[src/rtl/core/mpdt_pkg.sv]
// ----------------------------------------------------------------------------
// mpdt_pkg
// Constants, codes and types shared by the debounce trigger modules.
// ----------------------------------------------------------------------------
`timescale 1ns / 1ps
`default_nettype none

package mpdt_pkg;

    localparam int MAPPING_SLOTS = 4;
    localparam int PIN_COUNT     = 29;

    localparam int SLOT_W    = 2;
    localparam int PIN_W     = 5;
    localparam int LV_W      = 2 ** PIN_W;
    localparam int MAP_W     = 36;
    localparam int CFG_IDX_W = 3;
    localparam int TIME_W    = 32;
    localparam int DEB_W     = 16;
    localparam int ACT_W     = 4;
    localparam int TSLOT_W   = 8;
    localparam int TRIG_W    = 2;

    localparam logic [SLOT_W-1:0] SLOT_LAST    = SLOT_W'(MAPPING_SLOTS - 1);
    localparam logic [DEB_W-1:0]  MIN_DEBOUNCE = DEB_W'(5);

    // Configuration register indexes.
    localparam logic [CFG_IDX_W-1:0] CFG_ENABLE   = CFG_IDX_W'(0);
    localparam logic [CFG_IDX_W-1:0] CFG_MAP_BASE = CFG_IDX_W'(1);
    localparam logic [CFG_IDX_W-1:0] CFG_MAP_LAST = CFG_IDX_W'(MAPPING_SLOTS);

    // Trigger modes.
    localparam logic [TRIG_W-1:0] TRIG_FALL = 2'd0;
    localparam logic [TRIG_W-1:0] TRIG_RISE = 2'd1;
    localparam logic [TRIG_W-1:0] TRIG_BOTH = 2'd2;

    typedef struct packed {
        logic              start;
        logic              step;
        logic              push;
        logic              push_last;
        logic [SLOT_W-1:0] slot;
    } t_dp_cmd;

    typedef struct packed {
        logic enable;
        logic fire;
        logic pend_valid;
        logic out_free;
    } t_dp_stat;

    typedef struct packed {
        logic [ACT_W-1:0]   action_code;
        logic [TSLOT_W-1:0] target_slot;
        logic [PIN_W-1:0]   source_pin;
        logic [SLOT_W-1:0]  mapping_index;
        logic [TIME_W-1:0]  events_total;
    } t_event;

endpackage

`default_nettype wire

[src/rtl/core/mpdt_ifs.sv]
// ----------------------------------------------------------------------------
// mpdt_ifs
// Handshake channels of the debounce trigger: tick input, event output and
// configuration write.
// ----------------------------------------------------------------------------
`timescale 1ns / 1ps
`default_nettype none

interface mpdt_tick_if;
    import mpdt_pkg::*;
    logic                 valid;
    logic                 ready;
    logic [TIME_W-1:0]    now_ms;
    logic [PIN_COUNT-1:0] pin_levels;

    modport source (output valid, output now_ms, output pin_levels, input ready);
    modport sink   (input valid, input now_ms, input pin_levels, output ready);
endinterface

interface mpdt_evt_if;
    import mpdt_pkg::*;
    logic               valid;
    logic               ready;
    logic [ACT_W-1:0]   action_code;
    logic [TSLOT_W-1:0] target_slot;
    logic [PIN_W-1:0]   source_pin;
    logic [SLOT_W-1:0]  mapping_index;
    logic [TIME_W-1:0]  events_total;
    logic               last_of_tick;

    modport source (output valid, output action_code, output target_slot,
                    output source_pin, output mapping_index, output events_total,
                    output last_of_tick, input ready);
    modport sink   (input valid, input action_code, input target_slot,
                    input source_pin, input mapping_index, input events_total,
                    input last_of_tick, output ready);
endinterface

interface mpdt_cfg_if;
    import mpdt_pkg::*;
    logic                 valid;
    logic                 ready;
    logic [CFG_IDX_W-1:0] index;
    logic [MAP_W-1:0]     data;

    modport source (output valid, output index, output data, input ready);
    modport sink   (input valid, input index, input data, output ready);
endinterface

`default_nettype wire

[src/rtl/core/mpdt_ctrl.sv]
// ----------------------------------------------------------------------------
// mpdt_ctrl
// Tick sequencer: accepts a tick, walks the mapping slots one per cycle when not
// stalled, and flushes any held event with its end-of-tick mark.
// ----------------------------------------------------------------------------
`timescale 1ns / 1ps
`default_nettype none

module mpdt_ctrl (
    input  wire logic              i_clk,
    input  wire logic              i_rst_n,
    input  wire logic              i_tick_valid,
    output logic                   o_tick_ready,
    input  wire mpdt_pkg::t_dp_stat i_stat,
    output mpdt_pkg::t_dp_cmd      o_cmd
);
    import mpdt_pkg::*;

    localparam logic [1:0] S_IDLE  = 2'd0;
    localparam logic [1:0] S_EVAL  = 2'd1;
    localparam logic [1:0] S_FLUSH = 2'd2;

    logic [1:0]        r_state, n_state;
    logic [SLOT_W-1:0] r_slot, n_slot;
    logic              stall;

    assign o_tick_ready = (r_state == S_IDLE);
    // A new event can only be taken while the held one has somewhere to go.
    assign stall = i_stat.fire && i_stat.pend_valid && !i_stat.out_free;

    always_comb begin
        n_state         = r_state;
        n_slot          = r_slot;
        o_cmd.start     = 1'b0;
        o_cmd.step      = 1'b0;
        o_cmd.push      = 1'b0;
        o_cmd.push_last = 1'b0;
        o_cmd.slot      = r_slot;
        case (r_state)
            S_IDLE: begin
                if (i_tick_valid && i_stat.enable) begin
                    o_cmd.start = 1'b1;
                    n_slot      = '0;
                    n_state     = S_EVAL;
                end
            end
            S_EVAL: begin
                if (!stall) begin
                    o_cmd.step = 1'b1;
                    o_cmd.push = i_stat.fire && i_stat.pend_valid;
                    if (r_slot == SLOT_LAST) begin
                        n_state = S_FLUSH;
                    end else begin
                        n_slot = r_slot + SLOT_W'(1);
                    end
                end
            end
            S_FLUSH: begin
                if (!i_stat.pend_valid) begin
                    n_state = S_IDLE;
                end else if (i_stat.out_free) begin
                    o_cmd.push      = 1'b1;
                    o_cmd.push_last = 1'b1;
                    n_state         = S_IDLE;
                end
            end
            default: begin
                n_state = S_IDLE;
            end
        endcase
    end

    always_ff @(posedge i_clk) begin
        if (!i_rst_n) begin
            r_state <= S_IDLE;
            r_slot  <= '0;
        end else begin
            r_state <= n_state;
            r_slot  <= n_slot;
        end
    end

endmodule

`default_nettype wire

[src/rtl/core/mpdt_dp.sv]
// ----------------------------------------------------------------------------
// mpdt_dp
// Datapath: configuration registers, per-slot debounce state, event counter,
// held event and output register.
// ----------------------------------------------------------------------------
`timescale 1ns / 1ps
`default_nettype none

module mpdt_dp (
    input  wire logic                                  i_clk,
    input  wire logic                                  i_rst_n,
    input  wire mpdt_pkg::t_dp_cmd                     i_cmd,
    output mpdt_pkg::t_dp_stat                         o_stat,
    input  wire logic [mpdt_pkg::TIME_W-1:0]           i_now_ms,
    input  wire logic [mpdt_pkg::PIN_COUNT-1:0]        i_pin_levels,
    input  wire logic                                  i_cfg_valid,
    input  wire logic [mpdt_pkg::CFG_IDX_W-1:0]        i_cfg_index,
    input  wire logic [mpdt_pkg::MAP_W-1:0]            i_cfg_data,
    input  wire logic                                  i_out_ready,
    output logic                                       o_out_valid,
    output mpdt_pkg::t_event                           o_out_event,
    output logic                                       o_out_last
);
    import mpdt_pkg::*;

    logic                     r_enable;
    logic [MAP_W-1:0]         r_map [MAPPING_SLOTS];
    logic [MAPPING_SLOTS-1:0] r_raw, r_stable, r_primed;
    logic [TIME_W-1:0]        r_rct [MAPPING_SLOTS];
    logic [TIME_W-1:0]        r_lft [MAPPING_SLOTS];
    logic [TIME_W-1:0]        r_count;
    logic [TIME_W-1:0]        r_now;
    logic [PIN_COUNT-1:0]     r_levels;
    logic                     r_pend_valid;
    t_event                   r_pend;
    logic                     r_out_valid;
    t_event                   r_out;
    logic                     r_out_last;

    logic [MAP_W-1:0]   m;
    logic [PIN_W-1:0]   pin;
    logic [TRIG_W-1:0]  trig;
    logic [DEB_W-1:0]   deb_raw, deb;
    logic [TIME_W-1:0]  deb_ext, age_raw, age_fire;
    logic [LV_W-1:0]    lv_ext;
    logic               lvl, cur_stable, changed, accept, edge_ok, fire;
    logic               out_free, cfg_map_hit;
    logic [SLOT_W-1:0]  cfg_slot, sl;

    assign sl       = i_cmd.slot;
    assign m        = r_map[sl];
    assign pin      = m[5:1];
    assign trig     = m[7:6];
    assign deb_raw  = m[35:20];
    assign deb      = (deb_raw < MIN_DEBOUNCE) ? MIN_DEBOUNCE : deb_raw;
    assign deb_ext  = TIME_W'(deb);
    // Pins past the last physical one read as zero through the extension.
    assign lv_ext   = LV_W'(r_levels);
    assign lvl      = lv_ext[pin];
    assign cur_stable = r_stable[sl];
    assign changed  = (lvl != r_raw[sl]);
    assign age_raw  = r_now - r_rct[sl];
    assign age_fire = r_now - r_lft[sl];

    // A raw change restarts the debounce window, so it can never be accepted
    // in the same tick.
    assign accept  = r_primed[sl] && !changed && (lvl != cur_stable) && (age_raw >= deb_ext);
    assign edge_ok = (trig == TRIG_BOTH) ||
                     ((trig == TRIG_FALL) && cur_stable && !lvl) ||
                     ((trig == TRIG_RISE) && !cur_stable && lvl);
    assign fire    = m[0] && accept && edge_ok && (age_fire >= deb_ext);

    assign out_free    = !r_out_valid || i_out_ready;
    assign cfg_map_hit = (i_cfg_index >= CFG_MAP_BASE) && (i_cfg_index <= CFG_MAP_LAST);
    assign cfg_slot    = SLOT_W'(i_cfg_index - CFG_MAP_BASE);

    assign o_stat.enable     = r_enable;
    assign o_stat.fire       = fire;
    assign o_stat.pend_valid = r_pend_valid;
    assign o_stat.out_free   = out_free;

    assign o_out_valid = r_out_valid;
    assign o_out_event = r_out;
    assign o_out_last  = r_out_last;

    // Tick latch and payload registers.
    always_ff @(posedge i_clk) begin
        if (i_cmd.start) begin
            r_now    <= i_now_ms;
            r_levels <= i_pin_levels;
        end
        if (i_cmd.step && fire) begin
            r_pend.action_code   <= m[11:8];
            r_pend.target_slot   <= m[19:12];
            r_pend.source_pin    <= pin;
            r_pend.mapping_index <= sl;
            r_pend.events_total  <= r_count + TIME_W'(1);
        end
        if (i_cmd.push) begin
            r_out      <= r_pend;
            r_out_last <= i_cmd.push_last;
        end
    end

    always_ff @(posedge i_clk) begin
        if (!i_rst_n) begin
            r_enable     <= 1'b1;
            r_raw        <= '0;
            r_stable     <= '0;
            r_primed     <= '0;
            r_count      <= '0;
            r_pend_valid <= 1'b0;
            r_out_valid  <= 1'b0;
            for (int k = 0; k < MAPPING_SLOTS; k++) begin
                r_map[k] <= '0;
                r_rct[k] <= '0;
                r_lft[k] <= '0;
            end
        end else begin
            if (i_cmd.step && m[0]) begin
                if (!r_primed[sl]) begin
                    r_raw[sl]    <= lvl;
                    r_stable[sl] <= lvl;
                    r_primed[sl] <= 1'b1;
                end else if (changed) begin
                    r_raw[sl] <= lvl;
                    r_rct[sl] <= r_now;
                end else if (accept) begin
                    r_stable[sl] <= lvl;
                    if (fire) begin
                        r_lft[sl] <= r_now;
                        r_count   <= r_count + TIME_W'(1);
                    end
                end
            end

            if (i_cmd.step && fire) begin
                r_pend_valid <= 1'b1;
            end else if (i_cmd.push) begin
                r_pend_valid <= 1'b0;
            end

            if (i_cmd.push) begin
                r_out_valid <= 1'b1;
            end else if (i_out_ready) begin
                r_out_valid <= 1'b0;
            end

            if (i_cfg_valid) begin
                if (i_cfg_index == CFG_ENABLE) begin
                    r_enable <= i_cfg_data[0];
                end else if (cfg_map_hit) begin
                    r_map[cfg_slot]    <= i_cfg_data;
                    r_primed[cfg_slot] <= 1'b0;
                    r_rct[cfg_slot]    <= '0;
                    r_lft[cfg_slot]    <= '0;
                end
            end
        end
    end

endmodule

`default_nettype wire

[src/rtl/core/multi_pin_debounce_trigger.sv]
// A tick is taken first, then the sequencer evaluates one mapping slot per
// cycle unless stalled by a held event that cannot leave, and then releases
// the last event of the tick, if one is held. Events leave through an output
// register, and a tick may be taken while the last event of the previous one
// still waits there. Ticks that arrive while the block is disabled are taken
// and dropped. The configuration port is always ready.
// ----------------------------------------------------------------------------
// multi_pin_debounce_trigger
// Debounces up to four mapped pins per millisecond tick and emits trigger
// events carrying action, target slot, pin and a running event count.
// ----------------------------------------------------------------------------
`timescale 1ns / 1ps
`default_nettype none

module multi_pin_debounce_trigger (
    input  wire logic  i_clk,
    input  wire logic  i_rst_n,
    mpdt_tick_if.sink  i_tick,
    mpdt_cfg_if.sink   i_cfg,
    mpdt_evt_if.source o_evt
);
    import mpdt_pkg::*;

    t_dp_cmd  cmd;
    t_dp_stat stat;
    t_event   out_event;
    logic     tick_ready;
    logic     out_valid;
    logic     out_last;

    assign i_tick.ready = tick_ready;
    assign i_cfg.ready  = 1'b1;

    assign o_evt.valid         = out_valid;
    assign o_evt.action_code   = out_event.action_code;
    assign o_evt.target_slot   = out_event.target_slot;
    assign o_evt.source_pin    = out_event.source_pin;
    assign o_evt.mapping_index = out_event.mapping_index;
    assign o_evt.events_total  = out_event.events_total;
    assign o_evt.last_of_tick  = out_last;

    mpdt_ctrl u_ctrl (
        .i_clk        (i_clk),
        .i_rst_n      (i_rst_n),
        .i_tick_valid (i_tick.valid),
        .o_tick_ready (tick_ready),
        .i_stat       (stat),
        .o_cmd        (cmd)
    );

    mpdt_dp u_dp (
        .i_clk        (i_clk),
        .i_rst_n      (i_rst_n),
        .i_cmd        (cmd),
        .o_stat       (stat),
        .i_now_ms     (i_tick.now_ms),
        .i_pin_levels (i_tick.pin_levels),
        .i_cfg_valid  (i_cfg.valid),
        .i_cfg_index  (i_cfg.index),
        .i_cfg_data   (i_cfg.data),
        .i_out_ready  (o_evt.ready),
        .o_out_valid  (out_valid),
        .o_out_event  (out_event),
        .o_out_last   (out_last)
    );

endmodule

`default_nettype wire

[src/flat_wrapper.sv]
// flat-port wrapper written by rule: the top's interface ports become plain ports
module multi_pin_debounce_trigger_flat import mpdt_pkg::*;
  (i_clk, i_rst_n, i_tick_valid, i_tick_now_ms, i_tick_pin_levels, i_tick_ready, i_cfg_valid, i_cfg_index, i_cfg_data, i_cfg_ready, o_evt_valid, o_evt_action_code, o_evt_target_slot, o_evt_source_pin, o_evt_mapping_index, o_evt_events_total, o_evt_last_of_tick, o_evt_ready);
  mpdt_tick_if i_tick_i ();
  mpdt_cfg_if i_cfg_i ();
  mpdt_evt_if o_evt_i ();
  input  wire logic i_clk;
  input  wire logic i_rst_n;
  input wire logic [$bits(i_tick_i.valid)-1:0] i_tick_valid;
  input wire logic [$bits(i_tick_i.now_ms)-1:0] i_tick_now_ms;
  input wire logic [$bits(i_tick_i.pin_levels)-1:0] i_tick_pin_levels;
  output wire logic [$bits(i_tick_i.ready)-1:0] i_tick_ready;
  input wire logic [$bits(i_cfg_i.valid)-1:0] i_cfg_valid;
  input wire logic [$bits(i_cfg_i.index)-1:0] i_cfg_index;
  input wire logic [$bits(i_cfg_i.data)-1:0] i_cfg_data;
  output wire logic [$bits(i_cfg_i.ready)-1:0] i_cfg_ready;
  output wire logic [$bits(o_evt_i.valid)-1:0] o_evt_valid;
  output wire logic [$bits(o_evt_i.action_code)-1:0] o_evt_action_code;
  output wire logic [$bits(o_evt_i.target_slot)-1:0] o_evt_target_slot;
  output wire logic [$bits(o_evt_i.source_pin)-1:0] o_evt_source_pin;
  output wire logic [$bits(o_evt_i.mapping_index)-1:0] o_evt_mapping_index;
  output wire logic [$bits(o_evt_i.events_total)-1:0] o_evt_events_total;
  output wire logic [$bits(o_evt_i.last_of_tick)-1:0] o_evt_last_of_tick;
  input wire logic [$bits(o_evt_i.ready)-1:0] o_evt_ready;
  assign i_tick_i.valid = i_tick_valid;
  assign i_tick_i.now_ms = i_tick_now_ms;
  assign i_tick_i.pin_levels = i_tick_pin_levels;
  assign i_tick_ready = i_tick_i.ready;
  assign i_cfg_i.valid = i_cfg_valid;
  assign i_cfg_i.index = i_cfg_index;
  assign i_cfg_i.data = i_cfg_data;
  assign i_cfg_ready = i_cfg_i.ready;
  assign o_evt_valid = o_evt_i.valid;
  assign o_evt_action_code = o_evt_i.action_code;
  assign o_evt_target_slot = o_evt_i.target_slot;
  assign o_evt_source_pin = o_evt_i.source_pin;
  assign o_evt_mapping_index = o_evt_i.mapping_index;
  assign o_evt_events_total = o_evt_i.events_total;
  assign o_evt_last_of_tick = o_evt_i.last_of_tick;
  assign o_evt_i.ready = o_evt_ready;
  multi_pin_debounce_trigger u_core (.i_clk(i_clk), .i_rst_n(i_rst_n), .i_tick(i_tick_i), .i_cfg(i_cfg_i), .o_evt(o_evt_i));
endmodule
[config.mk]
export PLATFORM = sky130hd
export DESIGN_NAME = multi_pin_debounce_trigger_flat
export DESIGN_NICKNAME = d
export VERILOG_FILES = /design/src/rtl/core/mpdt_pkg.sv /design/src/rtl/core/mpdt_ifs.sv /design/src/rtl/core/mpdt_ctrl.sv /design/src/rtl/core/mpdt_dp.sv /design/src/rtl/core/multi_pin_debounce_trigger.sv /design/src/flat_wrapper.sv
export SDC_FILE = /design/constraint.sdc
export NUM_CORES = 1
export LEC_CHECK = 0
export BUFFER_PORTS_ARGS = -buffer_cell sky130_fd_sc_hd__buf_2
export CAP_MARGIN = 20
export CORE_MARGIN = 2
export CORE_UTILIZATION = 60
export DETAILED_ROUTE_END_ITERATION = 6
export PLACE_DENSITY = 0.82
export SYNTH_ARGS = -nofsm -noshare
export SYNTH_HDL_FRONTEND = slang
export SYNTH_HIERARCHICAL = 1
export SYNTH_SLANG_ARGS = --single-unit
[constraint.sdc]
create_clock -name i_clk -period 19.8 [get_ports i_clk]
set_input_delay 0 -clock i_clk [delete_from_list [all_inputs] [get_ports i_clk]]
set_output_delay 0 -clock i_clk [all_outputs]
set_load 0.05 [all_outputs]
[Word-level counts from Yosys, hierarchy flattened]
Memories as Yosys holds them, arrays and structs flattened. A register that Yosys moved wholly into a read port is not among the register bits.
Index checks and enable logic that the tools add are counted.
Storage, ports and cells
  output and inout port bits: 55
  input bits: 105
  memory bits (writable): 400
  register bits after elaboration: 215
  memories: 3
Operators by class
  $lt $le $gt $ge: 10
  bitwise logic cells: 4
  muxes and demuxes: 86
  equal/unequal tests: 15
  reduce and logical (&&, ||, !) cells: 44
  $add $sub $neg: 5
Memory list
  u_core.u_dp.r_map: depth 4, bits a word 36, rd ports 1, clocked after Yosys merged registers in 1, wr ports 4, RTL line mpdt_dp.sv:27  | logic [MAP_W-1:0] r_map [MAPPING_SLOTS];
  u_core.u_dp.r_lft: depth 4, bits a word 32, rd ports 1, clocked after Yosys merged registers in 1, wr ports 4, RTL line mpdt_dp.sv:30  | logic [TIME_W-1:0] r_lft [MAPPING_SLOTS];
  u_core.u_dp.r_rct: depth 4, bits a word 32, rd ports 1, clocked after Yosys merged registers in 1, wr ports 4, RTL line mpdt_dp.sv:29  | logic [TIME_W-1:0] r_rct [MAPPING_SLOTS];
Operator list (count)
  32-bit 2-to-1 mux: 4
  32-bit OR reduction: 4
  32-bit by 16-bit >= comparator with 1-bit output: 2
  32-bit subtractor: 2
  2-bit 2-to-1 mux: 22
  4-bit 2-to-1 mux: 11
  1-bit 2-to-1 mux: 36
  36-bit 2-to-1 mux: 1
  36-bit OR reduction: 1
  32-bit by 1-bit adder with 32-bit output (second input constant): 1
  1-bit logical AND: 18
  16-bit by 3-bit < comparator with 1-bit output (second input constant): 1
  16-bit 2-to-1 mux: 1
  2-bit != test (second input constant): 6
  4-bit bitwise mux: 2
  4-bit AND reduction: 2
  1-bit binary-select mux with 2-bit select: 3
  2-bit == test (second input constant): 3
  2-bit by 3-bit < comparator with 1-bit output (second input constant): 2
  5-bit by 6-bit < comparator with 1-bit output (second input constant): 1
  2-bit case mux with 3 select lines: 1
  2-bit AND reduction: 3
  2-bit nonzero test: 3
  1-bit binary-select mux with 5-bit select: 1
  other kinds (22): 33

[Logic depth before layout (Yosys ltp)]
  depth after elaboration: 21
  depth in mapped cells: 42
  depth with buffers taken out: 28

[Hierarchy]
Netlist, hierarchy kept.
Modules (own cells, without submodules)
  mpdt_dp: sequential area each 15314.7 sq um, instances 1, cells each 2806, area an instance 30624.4 sq um
  mpdt_ctrl: sequential area each 80.1 sq um, instances 1, cells each 37, area an instance 361.6 sq um
  multi_pin_debounce_trigger: sequential area each 0.0 sq um, instances 1, cells each 2, area an instance 11.3 sq um

[Worst setup path before layout]
No wires, ideal clock.
  kind: reg2reg
  start: register u_core.u_ctrl.r_slot[0]
  end: register u_core/u_dp/r_pend[0] in the netlist's numbering (enable)
  data required time: 19.303 ns
  period minus slack after synthesis: 10.986 ns
  path slack: 8.814 ns
  library setup time: 0.497 ns
  cell stages (with the launch flop): 37
  arrival time: 10.489 ns
  cell sequence: dfxtp_1 buf_4 buf_12 buf_8 buf_8 clkbuf_1 clkbuf_1 buf_1 mux4_2 inv_1 ha_1 clkbuf_1 and3_1 a31oi_1 o211ai_1 o21ai_0 nand2b_1 a21oi_1 xnor2_1 ha_1 nand2_1 nor2_1 a2111oi_0 o211ai_1 nor4_1 nand4_1 nand4b_1 and4b_1 buf_2 buf_2 clkbuf_1 nor4_1 buf_4 a21boi_0 nand2_1 nor2_1 nor4b_2
RTL lines
  from (decl): RTL line mpdt_ctrl.sv:24  | logic [SLOT_W-1:0] r_slot, n_slot;
  from (signal assigned): RTL line mpdt_ctrl.sv:79  | r_slot <= n_slot;
  to (decl): RTL line mpdt_dp.sv:35  | t_event r_pend;

==> qor.txt <==
Status - finished, final reports clean
Largest net degree at the start of global routing - 95
Post-synth top flop - edfxtp_1
YS warnings - 6
Die Span Y - 231.3 um
Worst-path clk slew - 0.07 ns
Synth top area share - 29.84%
Post-route antenna net violation count - 0
Multi-input logic area - 14,450 um2
Initial DRT Pass Iterations - 6
RSZ-0062 raised after global routing - no
Slew HR - 32.31%
Sequential cell area - 15,400 um2
Worst Max-Slew Pin Slew - 1.015 ns
Clock skew - 0.04658 ns
Layout cells sized above 1 - 14.26%
Setup WS pre-CTS - 11.22 ns
Clk root buf - clkbuf_16
Placed Cells - 3,527
Yosys reg bits - 615
Final #Nets - 3,225
Startpoint Class - register
DR iter-0 viols - 2,259
DRC Markers - 0
Post-Route WL - 82.26 mm
First-pass GRT wire length - 128.2 mm
Final GP Congestion - 0.9194
Worst Hold Class - input port to register
Number of synthesized flops with an enable pin - 308
Cell count after synthesis - 2,845
CTS tree - yes
CP arrival - 9.40 ns
Final Slew Violations - 0
Worst path required time - 20.34 ns
Maximum root-to-sink buffer count - 3
LEAKAGE - 12.78 nW
Crit-path max FO - 40
Die area - 53,500 um2
Synth Cell Area - 31,000 um2
Grt ovf - 0
Final setup fails - 0
Hold Vio Cnt, Final - 0
Final TNS setup - 0 ns
Mapped Nets - 3,056
Max Cap Viol - 0
Setup WS post-layout - 10.94 ns
# port buffers - 158
Pwr dens - 95.15 nW/um2
I/O pin count - 160
# fillers - 3,535
# rows - 83
Yosys cell types - 81
Critical Path Sink Type - register
Vias in the first global route - 23,592
Tot GR Track Use - 30.61%
Clock sinks - 615
Final worst path period share - 44.75%
Fmax - 112.9 MHz
Cts repair resizes - 0
Vias per Instance - 6.203
Via Count - 23,242
WS Path Type - register to register
Worst-skew pair later-pin latency - 0.66 ns
TritonCTS Buffers - 60
Post-layout minimum cycle time - 8.861 ns
Synth-to-Final Area Change - 13.74%
Seq/Total Area, Yosys - 49.66%
Routed WL per cell - 21.95 um
H-tree depth - 2
Async SR Flop Fraction - 0%
Synth area leaders - edfxtp_1 30%, dfxtp_1 20%, mux2i_1 9.2%
Post-route non-filler standard cell count - 3,747
Initial Util - 60.54%
Post-Syn Area per Cell - 10.90 um2
Core box area - 51,200 um2
Initial antenna violation count - 3
Synth area leader - edfxtp_1
Hpwl dp - 51.04 mm
Layout Utilization - 68.86%
Die width - 231.3 um
Peak supply drop - 80.88 uV
## cell type report
type                       instances  area share [%]
tap                              680           2.413
sequential                       615           43.69
clock buffer                      84           4.795
clock inverter                    28          0.9263
inverter                         102           1.086
antenna                            3         0.02129
timing repair buffer             299           6.076
multi-input combinational       1936           40.99
## logic make-up (layout without fill, tap and decap cells)
logic type               after synthesis  after routing  synth area share (%)
AO/OA/AOI/OAI                        322            322                 6.717
XOR/XNOR                              74             74                 2.091
adder cells (fa/ha/maj)              106            106                 4.327
buffers and inverters                294            513                 4.133
flip-flops                           615            615                 49.66
multiplexers                         393            393                 16.97
other                                  1              4               0.01210
AND/OR/NAND/NOR                     1040           1040                 16.08
## metrics by stage
stage                     area, um2  total power, W  hold WS, ns
final                         35260        0.003354      0.04728
after detailed placement      32180        0.002161       0.1781
after global placement        32140        0.002134       0.1763
after global routing          35260        0.003472      0.05140
after floorplan               31000        0.001974      0.09887
after CTS                     35250        0.003334      0.02864
## registers in the layout, indices dropped and copies added (netlist names), 2 cells and up
register,count
u_core/u_dp/r_map,144
u_core/u_dp/r_lft,128
u_core/u_dp/r_rct,128
u_core/u_dp/o_out_event,51
u_core/u_dp/r_pend,51
u_core/u_dp/r_count,32
u_core/u_dp/r_now,32
u_core/u_dp/r_levels,29
u_core/u_dp/r_primed,4
u_core/u_dp/r_raw,4
u_core/u_dp/r_stable,4
u_core/u_ctrl/r_slot,2
u_core/u_ctrl/r_state,2
## cell usage after synthesis (38+ instances only)
library cell    n
mux2i_1       286
nand2_1       432
and2_1        145
mux4_2        106
nor4_1         38
inv_1         101
nand2b_1       47
dfxtp_1       307
a21oi_1        88
o21ai_0        89
nand3_1        67
ha_1          104
edfxtp_1      308
nor2_1        182
clkbuf_1      132
## where the power goes
part / total, W / switching (W) / internal [W]
clock network: 0.00117 / 0.000508 / 0.000665
registers: 0.00147 / 0.0000698 / 0.00140
logic: 0.000716 / 0.000435 / 0.000281
total: 0.00335 / 0.00101 / 0.00234
## final timing paths
path / cells after the start / slack (ns) / startpoint / end
worst max-delay path: 26 / 10.94 / u_core/u_ctrl/r_slot[0] / u_core/u_dp/r_lft[3][29]
worst min-delay path: 2 / 0.05 / i_tick_pin_levels[5] / u_core/u_dp/r_levels[5]
worst min register to register: 0 / 0.40 / u_core/u_dp/r_pend[9] / u_core/u_dp/o_out_event[9]
worst max register to register: 26 / 10.94 / u_core/u_ctrl/r_slot[0] / u_core/u_dp/r_lft[3][29]
## layer usage
layer	track usage (%)	up-vias	wire (um)
met1	37.30	11377	32160
met5	1.654	-	124
met3	5.721	273	5828
met2	52.16	1095	40330
li1	-	10495	-
met4	14.94	2	3815
## timing repair
action,in CTS,in global routing
endpoints found under the hold margin,217,0
setup endpoints to repair,0,0
hold buffers,105,0
buffers inserted,0,0
## worst max-delay path: stages, from the launching register on
cell       delay (ns)
dfxtp_4          0.66
buf_4            0.56
mux4_2           0.57
inv_1            0.07
ha_1             0.32
a21oi_1          0.28
o21ai_0          0.22
o21bai_1         0.22
xor2_1           0.15
ha_1             0.31
nand2_1          0.06
nor2_1           0.05
a2111oi_0        0.44
o211ai_1         0.16
nor4_1           0.33
nand4_1          0.18
nand4b_1         0.21
and4b_2          0.97
nor4_1           0.24
a21boi_0         0.27
nand2_1          0.19
nor2_2           0.12
buf_4            0.37
nand3_1          0.18
nor4_4           0.63
buf_4            0.65
mux2i_1          0.30
## cell usage in the layout, fill, tap and decap left out, types with 38 or more instances in the layout
master,count
a21oi_1,85
inv_1,101
mux2i_1,286
o21ai_0,86
mux4_2,106
nor4_1,38
clkbuf_16,60
dlygate4sd3_1,105
nand2b_1,47
ha_1,104
and2_1,145
nand3_1,67
nor2_1,179
edfxtp_1,308
nand2_1,432
buf_2,157
dfxtp_1,305
Power figures use the tool's default switching activity.
